===== config.mk =====
export PLATFORM = sky130hd
export DESIGN_NAME = flywheel_ramp_toggle_controller
export DESIGN_NICKNAME = d
export VERILOG_FILES = /design/src/hw/rtl/frtc_pkg.sv /design/src/hw/rtl/flywheel_ramp_toggle_controller.sv /design/src/hw/rtl/frtc_csr.sv /design/src/hw/rtl/frtc_core.sv
export SDC_FILE = /design/constraint.sdc
export NUM_CORES = 1
export LEC_CHECK = 0
export ABC_AREA = 1
export BUFFER_PORTS_ARGS = -buffer_cell sky130_fd_sc_hd__buf_4
export CAP_MARGIN = 10
export CORE_MARGIN = 2
export CORE_UTILIZATION = 42
export CTS_CLUSTER_DIAMETER = 30
export DETAILED_ROUTE_END_ITERATION = 8
export HOLD_SLACK_MARGIN = 0.15
export SETUP_SLACK_MARGIN = 0.5
export SYNTH_ARGS = -nofsm -noshare
export SYNTH_HDL_FRONTEND = slang
export SYNTH_SLANG_ARGS = --single-unit

===== constraint.sdc =====
create_clock -name clock -period 8.7 [get_ports clock]
set_input_delay 0.87 -clock clock [delete_from_list [all_inputs] [get_ports clock]]
set_output_delay 0.87 -clock clock [all_outputs]
set_load 0.01 [all_outputs]

===== src/hw/rtl/frtc_pkg.sv =====
// shared types, codes and helpers for the flywheel ramp and toggle controller
package frtc_pkg;

   localparam int DRIVE_BITS = 11;
   localparam int TGT_BITS   = 11;
   localparam int STEP_BITS  = 8;
   localparam int BAND_BITS  = 8;
   localparam int WIDE_BITS  = (DRIVE_BITS > TGT_BITS) ? DRIVE_BITS : TGT_BITS;
   localparam int CSR_IDX_BITS  = 2;
   localparam int CSR_DATA_BITS = 11;

   localparam logic [DRIVE_BITS-1:0] DRIVE_MAX = {DRIVE_BITS{1'b1}};

   // tick kinds
   localparam logic [1:0] MODE_REMOTE  = 2'd0;
   localparam logic [1:0] MODE_KEY     = 2'd1;
   localparam logic [1:0] MODE_PROTECT = 2'd2;

   // switch positions
   localparam logic [1:0] SW_UP   = 2'd1;
   localparam logic [1:0] SW_DOWN = 2'd2;

   // register indexes
   localparam logic [CSR_IDX_BITS-1:0] CSR_RAMP_STEP  = 2'd0;
   localparam logic [CSR_IDX_BITS-1:0] CSR_READY_BAND = 2'd1;
   localparam logic [CSR_IDX_BITS-1:0] CSR_REMOTE_TGT = 2'd2;
   localparam logic [CSR_IDX_BITS-1:0] CSR_KEY_TGT    = 2'd3;

   localparam logic [STEP_BITS-1:0] RAMP_STEP_RST  = 8'd5;
   localparam logic [BAND_BITS-1:0] READY_BAND_RST = 8'd20;
   localparam logic [TGT_BITS-1:0]  REMOTE_TGT_RST = 11'd350;
   localparam logic [TGT_BITS-1:0]  KEY_TGT_RST    = 11'd563;

   typedef struct packed {
      logic [1:0] mode;
      logic [1:0] switch_one;
      logic [1:0] switch_two;
      logic       mouse_left;
      logic       reset_request;
   } req_type;

   typedef struct packed {
      logic [DRIVE_BITS-1:0] drive;
      logic                  wheel_on;
      logic                  ready_res;
      logic                  resetting;
   } rsp_type;

   typedef struct packed {
      logic [STEP_BITS-1:0] ramp_step;
      logic [BAND_BITS-1:0] ready_band;
      logic [TGT_BITS-1:0]  remote_on_target;
      logic [TGT_BITS-1:0]  key_on_target;
   } cfg_type;

   // clip a target to the drive range
   function automatic logic [DRIVE_BITS-1:0] sat_drive(input logic [TGT_BITS-1:0] v);
      logic [WIDE_BITS-1:0] w;
      w = WIDE_BITS'(v);
      if (w > WIDE_BITS'(DRIVE_MAX)) return DRIVE_MAX;
      return DRIVE_BITS'(w);
   endfunction

   // one step down, floored at zero
   function automatic logic [DRIVE_BITS-1:0] step_down(input logic [DRIVE_BITS-1:0] lvl,
                                                       input logic [STEP_BITS-1:0] stp);
      logic [DRIVE_BITS-1:0] s;
      s = DRIVE_BITS'(stp);
      return (lvl >= s) ? lvl - s : '0;
   endfunction

endpackage


===== src/hw/rtl/flywheel_ramp_toggle_controller.sv =====
// flywheel ramp and toggle controller top level
// Usage:
//  - one request is one control tick (mode, switches, mouse, reset request);
//    it is taken when req_valid is high and req_stall is low
//  - every request gives exactly one response on rsp_data: drive value,
//    wheel on/laser flag, ready flag and the wheel reset flag
//  - a request lands in an input register; once the response register can
//    advance, the tick logic updates the wheel state and loads the response
//    register, which drives rsp_valid
//  - one request per cycle is sustained while rsp_stall is low; the tick logic
//    updates the wheel state once per taken tick and the next request sees it right away
//  - csr_wr_en writes register csr_index (ramp step, ready band, remote
//    target, key target) with csr_wdata; write only while no request is
//    in flight
//  - reset (synchronous) empties both registers, loads the register
//    defaults, turns the wheel off and sets the reset flag
//  - when rsp_stall holds a response, the input register still fills once,
//    then req_stall rises until the response is taken
module flywheel_ramp_toggle_controller
   import frtc_pkg::*;
(
   input  logic                     clock,
   input  logic                     reset,
   input  logic                     req_valid,
   output logic                     req_stall,
   input  req_type                  req_data,
   output logic                     rsp_valid,
   input  logic                     rsp_stall,
   output rsp_type                  rsp_data,
   input  logic                     csr_wr_en,
   input  logic [CSR_IDX_BITS-1:0]  csr_index,
   input  logic [CSR_DATA_BITS-1:0] csr_wdata
);

   logic    in_valid_ff, in_valid_in;
   req_type in_data_ff;
   logic    out_valid_ff, out_valid_in;
   rsp_type out_data_ff;
   logic    advance;
   logic    in_load;
   cfg_type cfg;
   rsp_type tick_rsp;

   assign advance      = !out_valid_ff || !rsp_stall;
   assign in_load      = !in_valid_ff || advance;
   assign req_stall    = !in_load;
   assign in_valid_in  = in_load ? req_valid : in_valid_ff;
   assign out_valid_in = advance ? in_valid_ff : out_valid_ff;

   frtc_csr u_csr (
      .clock     (clock),
      .reset     (reset),
      .csr_wr_en (csr_wr_en),
      .csr_index (csr_index),
      .csr_wdata (csr_wdata),
      .cfg       (cfg)
   );

   frtc_core u_core (
      .clock   (clock),
      .reset   (reset),
      .tick_en (advance && in_valid_ff),
      .cfg     (cfg),
      .req     (in_data_ff),
      .rsp     (tick_rsp)
   );

   always_ff @(posedge clock) begin
      if (reset) begin
         in_valid_ff  <= 1'b0;
         out_valid_ff <= 1'b0;
      end else begin
         in_valid_ff  <= in_valid_in;
         out_valid_ff <= out_valid_in;
      end
   end

   always_ff @(posedge clock) begin
      if (in_load) in_data_ff <= req_data;
      if (advance && in_valid_ff) out_data_ff <= tick_rsp;
   end

   assign rsp_valid = out_valid_ff;
   assign rsp_data  = out_data_ff;

endmodule


===== src/hw/rtl/frtc_csr.sv =====
// configuration registers of the flywheel controller
module frtc_csr
   import frtc_pkg::*;
(
   input  logic                     clock,
   input  logic                     reset,
   input  logic                     csr_wr_en,
   input  logic [CSR_IDX_BITS-1:0]  csr_index,
   input  logic [CSR_DATA_BITS-1:0] csr_wdata,
   output cfg_type                  cfg
);

   cfg_type cfg_ff;
   cfg_type cfg_in;

   always_comb begin
      cfg_in = cfg_ff;
      if (csr_wr_en) begin
         unique case (csr_index)
            CSR_RAMP_STEP:  cfg_in.ramp_step        = csr_wdata[STEP_BITS-1:0];
            CSR_READY_BAND: cfg_in.ready_band       = csr_wdata[BAND_BITS-1:0];
            CSR_REMOTE_TGT: cfg_in.remote_on_target = csr_wdata[TGT_BITS-1:0];
            CSR_KEY_TGT:    cfg_in.key_on_target    = csr_wdata[TGT_BITS-1:0];
            default:        cfg_in = cfg_ff;
         endcase
      end
   end

   always_ff @(posedge clock) begin
      if (reset) begin
         cfg_ff.ramp_step        <= RAMP_STEP_RST;
         cfg_ff.ready_band       <= READY_BAND_RST;
         cfg_ff.remote_on_target <= REMOTE_TGT_RST;
         cfg_ff.key_on_target    <= KEY_TGT_RST;
      end else begin
         cfg_ff <= cfg_in;
      end
   end

   assign cfg = cfg_ff;

endmodule


===== src/hw/rtl/frtc_core.sv =====
// wheel state and per-tick toggle, reset-ramp and slew logic
module frtc_core
   import frtc_pkg::*;
(
   input  logic    clock,
   input  logic    reset,
   input  logic    tick_en,
   input  cfg_type cfg,
   input  req_type req,
   output rsp_type rsp
);

   logic                  on_ff, on_in;
   logic [DRIVE_BITS-1:0] target_ff, target_in;
   logic [DRIVE_BITS-1:0] level_ff, level_in;
   logic [1:0]            last_sw_ff, last_sw_in;
   logic                  rflag_ff, rflag_in;

   logic                  rflag;
   logic [DRIVE_BITS-1:0] lvl_a;
   logic [DRIVE_BITS:0]   up_sum;
   logic [DRIVE_BITS-1:0] dn_val;
   logic [DRIVE_BITS-1:0] diff;

   always_comb begin
      rflag      = rflag_ff | req.reset_request;
      on_in      = on_ff;
      target_in  = target_ff;
      last_sw_in = last_sw_ff;
      rflag_in   = rflag;
      lvl_a      = level_ff;
      level_in   = level_ff;
      up_sum     = '0;
      dn_val     = '0;

      if (req.mode == MODE_PROTECT) begin
         on_in      = 1'b0;
         target_in  = '0;
         level_in   = step_down(level_ff, cfg.ramp_step);
         last_sw_in = SW_UP;
      end else begin
         if (req.mode == MODE_KEY) last_sw_in = req.switch_one;
         if (rflag) begin
            if (level_ff != '0) begin
               on_in     = 1'b0;
               target_in = '0;
               lvl_a     = step_down(level_ff, cfg.ramp_step);
            end else begin
               rflag_in = 1'b0;
            end
         end else if (req.mode == MODE_REMOTE) begin
            if (req.switch_one == SW_UP && last_sw_ff != SW_UP &&
                req.switch_two == SW_DOWN) begin
               if (!on_ff) begin
                  on_in     = 1'b1;
                  target_in = sat_drive(cfg.remote_on_target);
               end else begin
                  on_in     = 1'b0;
                  target_in = '0;
               end
            end
            last_sw_in = req.switch_one;
         end else if (req.mode == MODE_KEY) begin
            if (!on_ff && req.mouse_left) begin
               on_in     = 1'b1;
               target_in = sat_drive(cfg.key_on_target);
            end
         end

         // slew toward the target, never past it
         up_sum = {1'b0, lvl_a} + (DRIVE_BITS+1)'(cfg.ramp_step);
         dn_val = step_down(lvl_a, cfg.ramp_step);
         if (lvl_a < target_in) begin
            level_in = (up_sum > {1'b0, target_in}) ? target_in : up_sum[DRIVE_BITS-1:0];
         end else if (lvl_a > target_in) begin
            level_in = (dn_val < target_in) ? target_in : dn_val;
         end else begin
            level_in = lvl_a;
         end
      end

      diff = (target_in > level_in) ? target_in - level_in : level_in - target_in;

      rsp.drive     = level_in;
      rsp.wheel_on  = on_in;
      rsp.ready_res = on_in && (diff <= DRIVE_BITS'(cfg.ready_band));
      rsp.resetting = rflag_in;
   end

   always_ff @(posedge clock) begin
      if (reset) begin
         on_ff      <= 1'b0;
         target_ff  <= '0;
         level_ff   <= '0;
         last_sw_ff <= SW_UP;
         rflag_ff   <= 1'b1;
      end else if (tick_en) begin
         on_ff      <= on_in;
         target_ff  <= target_in;
         level_ff   <= level_in;
         last_sw_ff <= last_sw_in;
         rflag_ff   <= rflag_in;
      end
   end

endmodule


==> impl_metrics.json <==
{
  "status": "completed",
  "multi_input_area_um2": 5690,
  "grt_max_degree": 52,
  "die-height_um": 139,
  "cts.path.max_buffers": 2,
  "coreArea_um2": 18000,
  "synth_cells": 1128,
  "yosysTopAreaCellShare_pct": 17.2,
  "grt_pass1_vias": 7328,
  "worstReg2RegStart": "u_csr.cfg[33]$_SDFFE_PP0P_",
  "first_pass_iters": 5,
  "fin_crit_ps": 8100,
  "cts_root_buf": "clkbuf_16",
  "cts_buffers": 9,
  "initial_core_util_pct": 42.8,
  "ys_seq_elements": 88,
  "synthToLayoutAreaGrowth_pct": 30.4,
  "drive_gt1_share_pct": 29.2,
  "slew_headroom_pct": 35.8,
  "async_flop_share_pct": 0,
  "drtIter0Drc": 649,
  "regArea_um2": 1990,
  "grt_pass1_wl_um": 40000,
  "yosysTopAreaCell": "dfxtp_1",
  "nFillCells": 1707,
  "synth_edf_count": 22,
  "slowest_delay_ps": 370,
  "final_common_cell": "nand2_1",
  "io_buffer_count": 41,
  "wl_per_cell_um": 18.2,
  "ant_nets": 0,
  "ys_warn_count": 0,
  "ctsHoldBuffers": 0,
  "cap_violations": 0,
  "final_hold_viol_count": 0,
  "setup_violations": 0,
  "hold_end": "u_csr.cfg[5]$_SDFFE_PP1P_",
  "finalWorstSetupSlack_ps": 596,
  "crit_arrival_ps": 8220,
  "r2r_end": "rsp_data[1]$_DFFE_PP_",
  "fmax_ghz": 0.123,
  "final_cell_mix": "183 x nand2_1, 144 x inv_1, 139 x buf_4, 105 x a21oi_1, 79 x nor2_1",
  "crit_fanout": 8,
  "ys_seq_area_share_pct": 25.8,
  "clk_pin_slew_ps": 70,
  "syn_area_um2": 7680,
  "min_from": "u_csr.cfg[5]$_SDFFE_PP1P_",
  "finalMaxSlewViolations": 0,
  "critPathLaunchType": "register",
  "cts.sinks": 88,
  "placed_area_um2": 8490,
  "post-place-ws_ps": -58.6,
  "worstRegToRegCells": 61,
  "nets": 1360,
  "worstPathRequired_ps": 8810,
  "grt_util_all_layers_pct": 26.2,
  "hold_depth": 2,
  "finalWeightedCongestion": 0.904,
  "end_kind": "register",
  "cts_max_level": 3,
  "rsz0062_at_grt": "yes",
  "die_x_um": 139,
  "finalCritPeriodShare_pct": 93.2,
  "dp_hpwl_um": 19700,
  "synth_cell_types": 47,
  "rows": 49,
  "final_area_um2": 10000,
  "vias_per_cell": 5.49,
  "clk_latency_ps": 350,
  "synth_ff_type": "dfxtp_1",
  "antenna_found_initial": 0,
  "cp_slowest_cell": "dfxtp_2",
  "io_pins": 42,
  "cts_tree": "built",
  "crit_type": "register to register",
  "syn-num-nets": 1244,
  "worstMarginPinSlew_ps": 956,
  "synth.area.top_cells": "dfxtp_1 17%, ha_1 14%, nand2_1 10%",
  "hp-class": "register to register",
  "drcViolationCount": 0,
  "grt_overflow": 0,
  "fin_util_pct": 55.8,
  "syn_avg_cell_area_um2": 6.81,
  "crit_buf_inv": 9,
  "crit_family": "simple AND/OR/NAND/NOR gates",
  "die_area_um2": 19400,
  "num_vias": 8117,
  "wirelength_um": 26900,
  "finClkSkew_ps": 9.54,
  "r2r_slack_ps": 600
}
routing by layer:
metal	track usage, %	vias to the layer above	routed length [µm]
met5	0	-	0
met4	9.57	0	994
met3	2.58	54	1380
met2	42.4	270	12500
met1	36.5	3825	12000
li1	-	3968	-
through the flow:
stage	hold WS, ps	TNS (ps)	instances
after global routing	487	0	1478
final	458	0	1479
after CTS	459	0	1442
after floorplan	424	0	1128
after global placement	439	0	1407
after detailed placement	441	-58.6	1407
how the worst max path moves through the flow:
stage / start / to / slack, ps / cells past startpoint
after CTS: u_csr.cfg[35]$_SDFFE_PP0P_ / rsp_data[1]$_DFFE_PP_ / 510 / 56
final: u_csr.cfg[33]$_SDFFE_PP0P_ / rsp_data[1]$_DFFE_PP_ / 600 / 61
after detailed placement: u_csr.cfg[33]$_SDFFE_PP0P_ / rsp_data[1]$_DFFE_PP_ / -60 / 61
after floorplan: u_csr.cfg[31]$_SDFFE_PP0P_ / rsp_data[1]$_DFFE_PP_ / 690 / 56
after global placement: u_csr.cfg[33]$_SDFFE_PP0P_ / rsp_data[1]$_DFFE_PP_ / 40 / 61
after global routing: u_core.level_ff[6]$_SDFFE_PP0P_ / rsp_data[1]$_DFFE_PP_ / 110 / 59
worst reg2reg max path: cells and delay by family, from the launching register on:
| kind | cells | cell delay [ps] |
|---|---|---|
| compound gates | 16 | 2290 |
| flops | 1 | 370 |
| buf+inv | 9 | 880 |
| fa+ha+maj | 5 | 1370 |
| xor+xnor | 2 | 410 |
| simple gates | 29 | 2520 |
what timing repair did:
action | CTS | global route
resized for setup | 44 | 171
setup buffers | 19 | 36
pin swaps | 18 | 92
setup endpoints to repair | 1 | 1
synthesized netlist by cell type, types with 6 or more instances:
master	n
nand2_4	6
o31ai_1	10
inv_2	8
o21ai_0	90
nand2_2	16
nand2_1	214
a21oi_1	119
edfxtp_1	22
a31oi_1	9
ha_1	85
o21a_1	6
xnor2_1	7
nand3_1	67
clkbuf_1	34
o211ai_1	10
xor2_1	17
nor2_1	95
o22ai_1	9
nand3_2	8
nor3_1	12
inv_1	162
dfxtp_1	66
state kept, by name (all words and copies together) (netlist names):
name,flops
in_data_ff,8
in_valid_ff,1
rsp_data,14
rsp_valid,1
u_core.last_sw_ff,2
u_core.level_ff,11
u_core.on_ff,1
u_core.rflag_ff,1
u_core.target_ff,11
u_csr.cfg,38
cell families (layout without fill, tap and decap cells):
kind of cell | count (synthesis) | after routing | synth area share, %
flops | 88 | 88 | 25.8
fa+ha+maj | 90 | 90 | 15.1
simple gates | 438 | 438 | 25.5
mux | 2 | 2 | 0.261
xor+xnor | 24 | 24 | 2.74
compound gates | 275 | 275 | 19.9
buf+inv | 211 | 332 | 10.6
other cells | 0 | 1 | 0
layout make-up:
type                            instances  share of cell area [%]
Antenna cell                            1                  0.0250
Tap cell                              229                    2.86
Inverter                              172                    6.62
Sequential cell                        88                    19.9
Clock inverter                          7                   0.537
Multi-Input combinational cell        829                    56.8
Timing Repair Buffer                  144                    11.0
Clock buffer                            9                    2.25
Power is not shown: default switching activity piles up to over one toggle a cycle in this logic, so the estimate is an artifact.
